$ cat config.mk
export PLATFORM = sky130hd
export DESIGN_NAME = tmcs_mulmod
export DESIGN_NICKNAME = d
export VERILOG_FILES = /design/src/tmcs_pkg.sv /design/src/tmcs_mulmod.sv
export SDC_FILE = /design/constraint.sdc
export NUM_CORES = 1
export LEC_CHECK = 0
export BUFFER_PORTS_ARGS = -buffer_cell sky130_fd_sc_hd__buf_2
export CAP_MARGIN = 10
export CELL_PAD_IN_SITES_DETAIL_PLACEMENT = 0
export CELL_PAD_IN_SITES_GLOBAL_PLACEMENT = 1
export CORE_MARGIN = 2
export CORE_UTILIZATION = 49
export DETAILED_ROUTE_END_ITERATION = 10
export PLACE_DENSITY = 0.88
export SYNTH_ARGS = -nofsm -noshare
export SYNTH_HDL_FRONTEND = slang
export SYNTH_SLANG_ARGS = --single-unit
$ cat constraint.sdc
create_clock -name clock -period 10.7 [get_ports clock]
set_clock_uncertainty 0.2 [all_clocks]
set_input_delay 1.07 -clock clock [delete_from_list [all_inputs] [get_ports clock]]
set_output_delay 1.07 -clock clock [all_outputs]
set_load 0.05 [all_outputs]
$ cat src/tmcs_pkg.sv
// shared types and constants of the trinomial map cycle statistics unit
`timescale 1ns / 1ps
`default_nettype none
package tmcs_pkg;

   localparam int FIELD_W     = 12;
   localparam int MAX_MODULUS = 4096;
   localparam int ADDR_W      = $clog2(MAX_MODULUS);
   localparam int CNT_W       = $clog2(FIELD_W);

   typedef logic [FIELD_W-1:0] field_type;
   typedef logic [ADDR_W-1:0]  addr_type;

   typedef struct packed {
      logic      start;
      field_type multiplicand;
      field_type multiplier;
   } mm_cmd_type;

   typedef struct packed {
      logic      done;
      logic      busy;
      field_type result;
   } mm_rsp_type;

   typedef struct packed {
      logic      seen;
      field_type pos;
      field_type label;
   } visit_type;

endpackage
`default_nettype wire

$ cat src/tmcs_mulmod.sv
// bit-serial modular multiplier, one multiplier bit per cycle
`timescale 1ns / 1ps
`default_nettype none
module tmcs_mulmod (
   input  wire                  clock,
   input  wire                  reset,
   input  tmcs_pkg::field_type  modulus,
   input  tmcs_pkg::mm_cmd_type cmd,
   output tmcs_pkg::mm_rsp_type rsp
);
   import tmcs_pkg::*;

   logic                 busy_ff, busy_in;
   logic                 done_ff, done_in;
   logic [CNT_W-1:0]     cnt_ff, cnt_in;
   field_type            r_ff, r_in;
   field_type            x_ff, x_in;
   field_type            y_ff, y_in;
   logic [FIELD_W+1:0]   t0, t1, t2, pm;

   always_comb begin
      pm = {2'b00, modulus};
      t0 = {1'b0, r_ff, 1'b0} + (y_ff[FIELD_W-1] ? {2'b00, x_ff} : '0);
      t1 = (t0 >= pm) ? t0 - pm : t0;
      t2 = (t1 >= pm) ? t1 - pm : t1;
   end

   always_comb begin
      busy_in = busy_ff;
      done_in = 1'b0;
      cnt_in  = cnt_ff;
      r_in    = r_ff;
      x_in    = x_ff;
      y_in    = y_ff;
      if (busy_ff) begin
         r_in   = t2[FIELD_W-1:0];
         y_in   = {y_ff[FIELD_W-2:0], 1'b0};
         cnt_in = cnt_ff - 1'b1;
         if (cnt_ff == '0) begin
            busy_in = 1'b0;
            done_in = 1'b1;
         end
      end else if (cmd.start) begin
         busy_in = 1'b1;
         cnt_in  = CNT_W'(FIELD_W - 1);
         r_in    = '0;
         x_in    = cmd.multiplicand;
         y_in    = cmd.multiplier;
      end
   end

   always_ff @(posedge clock) begin
      if (reset) begin
         busy_ff <= 1'b0;
         done_ff <= 1'b0;
      end else begin
         busy_ff <= busy_in;
         done_ff <= done_in;
      end
      cnt_ff <= cnt_in;
      r_ff   <= r_in;
      x_ff   <= x_in;
      y_ff   <= y_in;
   end

   assign rsp.done   = done_ff;
   assign rsp.busy   = busy_ff;
   assign rsp.result = r_ff;

   a_start_idle: assert property (@(posedge clock) disable iff (reset)
      cmd.start |-> !busy_ff) else $error("multiply started while busy");
   a_result_range: assert property (@(posedge clock) disable iff (reset)
      (done_ff && modulus != '0) |-> (r_ff < modulus)) else $error("result not reduced");
   a_done_after_busy: assert property (@(posedge clock) disable iff (reset)
      done_ff |-> $past(busy_ff)) else $error("done without work");

endmodule
`default_nettype wire
==> out/results.ini <==
[routing]
ant_nets = 0
wl_met2_mm = 3.69
met1_length_mm = 3.62
top_layer = met4
dr.pass1.iters = 4
drc = 0
vias = 2886
met3_length_um = 329
routedWlPerCell_um = 15.1
via_per_inst = 5.64
drt_wl_total_mm = 7.71
drt_iter0_drc = 222

[min_path]
hold_path_class = flop to flop
min-delay-start = cnt_ff[3]

[yosys]
netlist_top_cells_area = edfxtp_1, ha_1, xnor2_1
synth_fp_nets = 443
synth_edf_count = 39
ys.flop_type = edfxtp_1
synth_warnings = 0
ys_seq_area_frac = 0.335
async_flop_share = 0
ys_ff_latch = 42
post_synth.cell_area_avg_um2 = 10.1
synth_area_um2 = 3670
synth_top_area_frac = 0.319
yosysTopAreaCell = edfxtp_1
synth_cells = 365
yosysUniqueCellTypes = 63

[clock_network]
clock_latency_ns = 0.29
cts-root-buf = clkbuf_8
path_clk_slew_ns = 0.08
cts.sinks = 42
cts.repair.resized = 0
cts_setup_buffers = 0
hold_buffers = 0
clockBufferDepth = 2
cts_tree = done
cts_made_buffers = 5
htreeDepth = 2

[die]
core_area_um2 = 7250
start_util = 0.506
rows = 31
die-area_um2 = 8200
die_x_um = 90.5
die_y_um = 90.5
io-pin-count = 53

[timing]
finalWorstPathRequiredPeriod_ns = 6.85
fmax_mhz = 146
rsz0062_at_grt = no
setup_violations = 0
tightest_slew_ns = 1.05
setup_tns_ns = 0
timing.final.crit_share = 0.641
slew_viol_final = 0
slew_headroom = 0.302
hold_viol = 0

[cells_and_area]
fillCellCount = 666
post_route_cells_drive_above_1_share = 0.220
fin_nets = 490
antenna_cells = 0
area_growth_pct = 11.7

[critical_path]
timing.rr.start = y_ff[11]
worstSetupPathType = flop to flop
critical_path.startpoint = y_ff[11]
end_kind = flop
start_kind = flop
cp.required_ns = 10.55
cp_max_fo = 15
ff2ff_setup_slack_ns = 3.85
crit_arrival_ns = 6.70

[global_routing]
antenna_found_initial = 0
grt_usage = 0.192
grt_pass1_vias = 2740
grt-ovfl-total = 0
grt_pass1_wl_mm = 12.8
grt_max_degree = 28

[status]
outcome = complete, no violations

[run]
drv_cap = 0

[placed_design]
dp_hpwl_mm = 6.18
routabilityCongestion = 0.895
port_buffers = 52

==> Yosys cell counts (all sizes together) (2+ instances only) <==
| cell type | number |
|---|---|
| edfxtp | 39 |
| a21oi | 36 |
| ha | 36 |
| inv | 26 |
| xnor2 | 21 |
| o21ai | 19 |
| nor2 | 16 |
| and2 | 14 |
| nand2 | 14 |
| nor3 | 13 |
| a22o | 11 |
| mux2 | 11 |
| a21o | 10 |
| nand3 | 8 |
| clkbuf | 7 |
| nand4 | 7 |
| xor2 | 7 |
| buf | 6 |
| a211oi | 5 |
| nand2b | 4 |
| nor2b | 4 |
| o21a | 4 |
| o31ai | 4 |
| and3 | 3 |
| dfxtp | 3 |
| fa | 3 |
| o21bai | 3 |
| a2111oi | 2 |
| a311o | 2 |
| a31oi | 2 |
| mux2i | 2 |
| nand4b | 2 |
| o211a | 2 |
| o211ai | 2 |
| o31a | 2 |
| or3 | 2 |
==> final timing paths <==
path / to / cells past startpoint
setup / recovery: r_ff[9] / 25
hold / removal: done_ff / 1
setup reg to reg: r_ff[9] / 25
hold reg to reg: done_ff / 1
==> critical path, cell delays in order (launching register included) <==
cell and delay [ns]:
edfxtp_1 0.53, and2_1 0.20, ha_1 0.22, fa_1 0.42
a21oi_1 0.28, o21ba_2 0.19, o21bai_1 0.06, a21oi_1 0.19
xnor2_1 0.11, ha_1 0.37, nand2_1 0.11, or4_1 0.54
a21oi_1 0.19, nand4b_4 0.30, mux2_4 0.22, ha_1 0.15
inv_1 0.05, fa_1 0.40, a21o_1 0.18, a21o_1 0.20
a21oi_1 0.21, a21oi_1 0.13, a31oi_1 0.30, a21oi_1 0.34
o211a_1 0.31, a41o_1 0.19
==> layout make-up <==
cell class	count	area, um2	area share
Timing Repair Buffer	53	268	0.0653
Clock buffer	5	68.8	0.0168
Inverter	26	97.6	0.0238
Sequential cell	42	1230	0.300
Multi-Input combinational cell	284	2260	0.553
Tap cell	99	124	0.0302
Clock inverter	3	43.8	0.0107
==> layer usage <==
metal | track usage | up-vias
li1 | - | 1461
met1 | 0.265 | 1351
met2 | 0.320 | 65
met3 | 0.0317 | 9
met4 | 0.0372 | 0
met5 | 0 | -
==> state kept, by name, indices dropped and copies added (netlist names) <==
signal / cells
r_ff: 12
x_ff: 12
cnt_ff: 4
y_ff: 12
done_ff: 1
busy_ff: 1
==> logic make-up (layout without fill, tap and decap cells) <==
group / Yosys count / count (layout) / synth area share
and+or+nand+nor: 91 / 91 / 0.141
buffers and inverters: 39 / 87 / 0.0474
AOI/OAI and AO/OA: 113 / 113 / 0.224
DFF: 42 / 42 / 0.335
xor gates and xnor gates: 28 / 28 / 0.0668
adders and majority gates: 39 / 39 / 0.139
muxes: 13 / 13 / 0.0464
==> per-stage QoR <==
step / hold slack [ns] / cell area, um2 / utilization / setup slack [ns] / std cells
floorplan: 0.261 / 3670 / - / 4.46 / 365
global placement: 0.280 / 3990 / 0.549 / 4.13 / 504
detailed placement: 0.296 / 3990 / 0.549 / 3.93 / 504
CTS: 0.313 / 4100 / 0.565 / 3.88 / 512
global route: 0.333 / 4100 / 0.565 / 3.37 / 512
finish: 0.309 / 4100 / 0.565 / 3.85 / 512
==> layout by cell type, fill, tap and decap left out, drive strengths merged, types with 3 or more instances in the layout <==
cell / n
buf: 53
edfxtp: 39
ha: 36
a21oi: 36
inv: 27
xnor2: 21
o21ai: 19
nor2: 16
and2: 14
nand2: 14
nor3: 13
a22o: 11
mux2: 11
a21o: 10
nand3: 8
xor2: 7
nand4: 7
clkbuf: 5
a211oi: 5
nand2b: 4
nor2b: 4
o21a: 4
o31ai: 4
and3: 3
o21bai: 3
fa: 3
dfxtp: 3
Power is not shown: default switching activity piles up to over one toggle a cycle in this logic, so the estimate is an artifact.
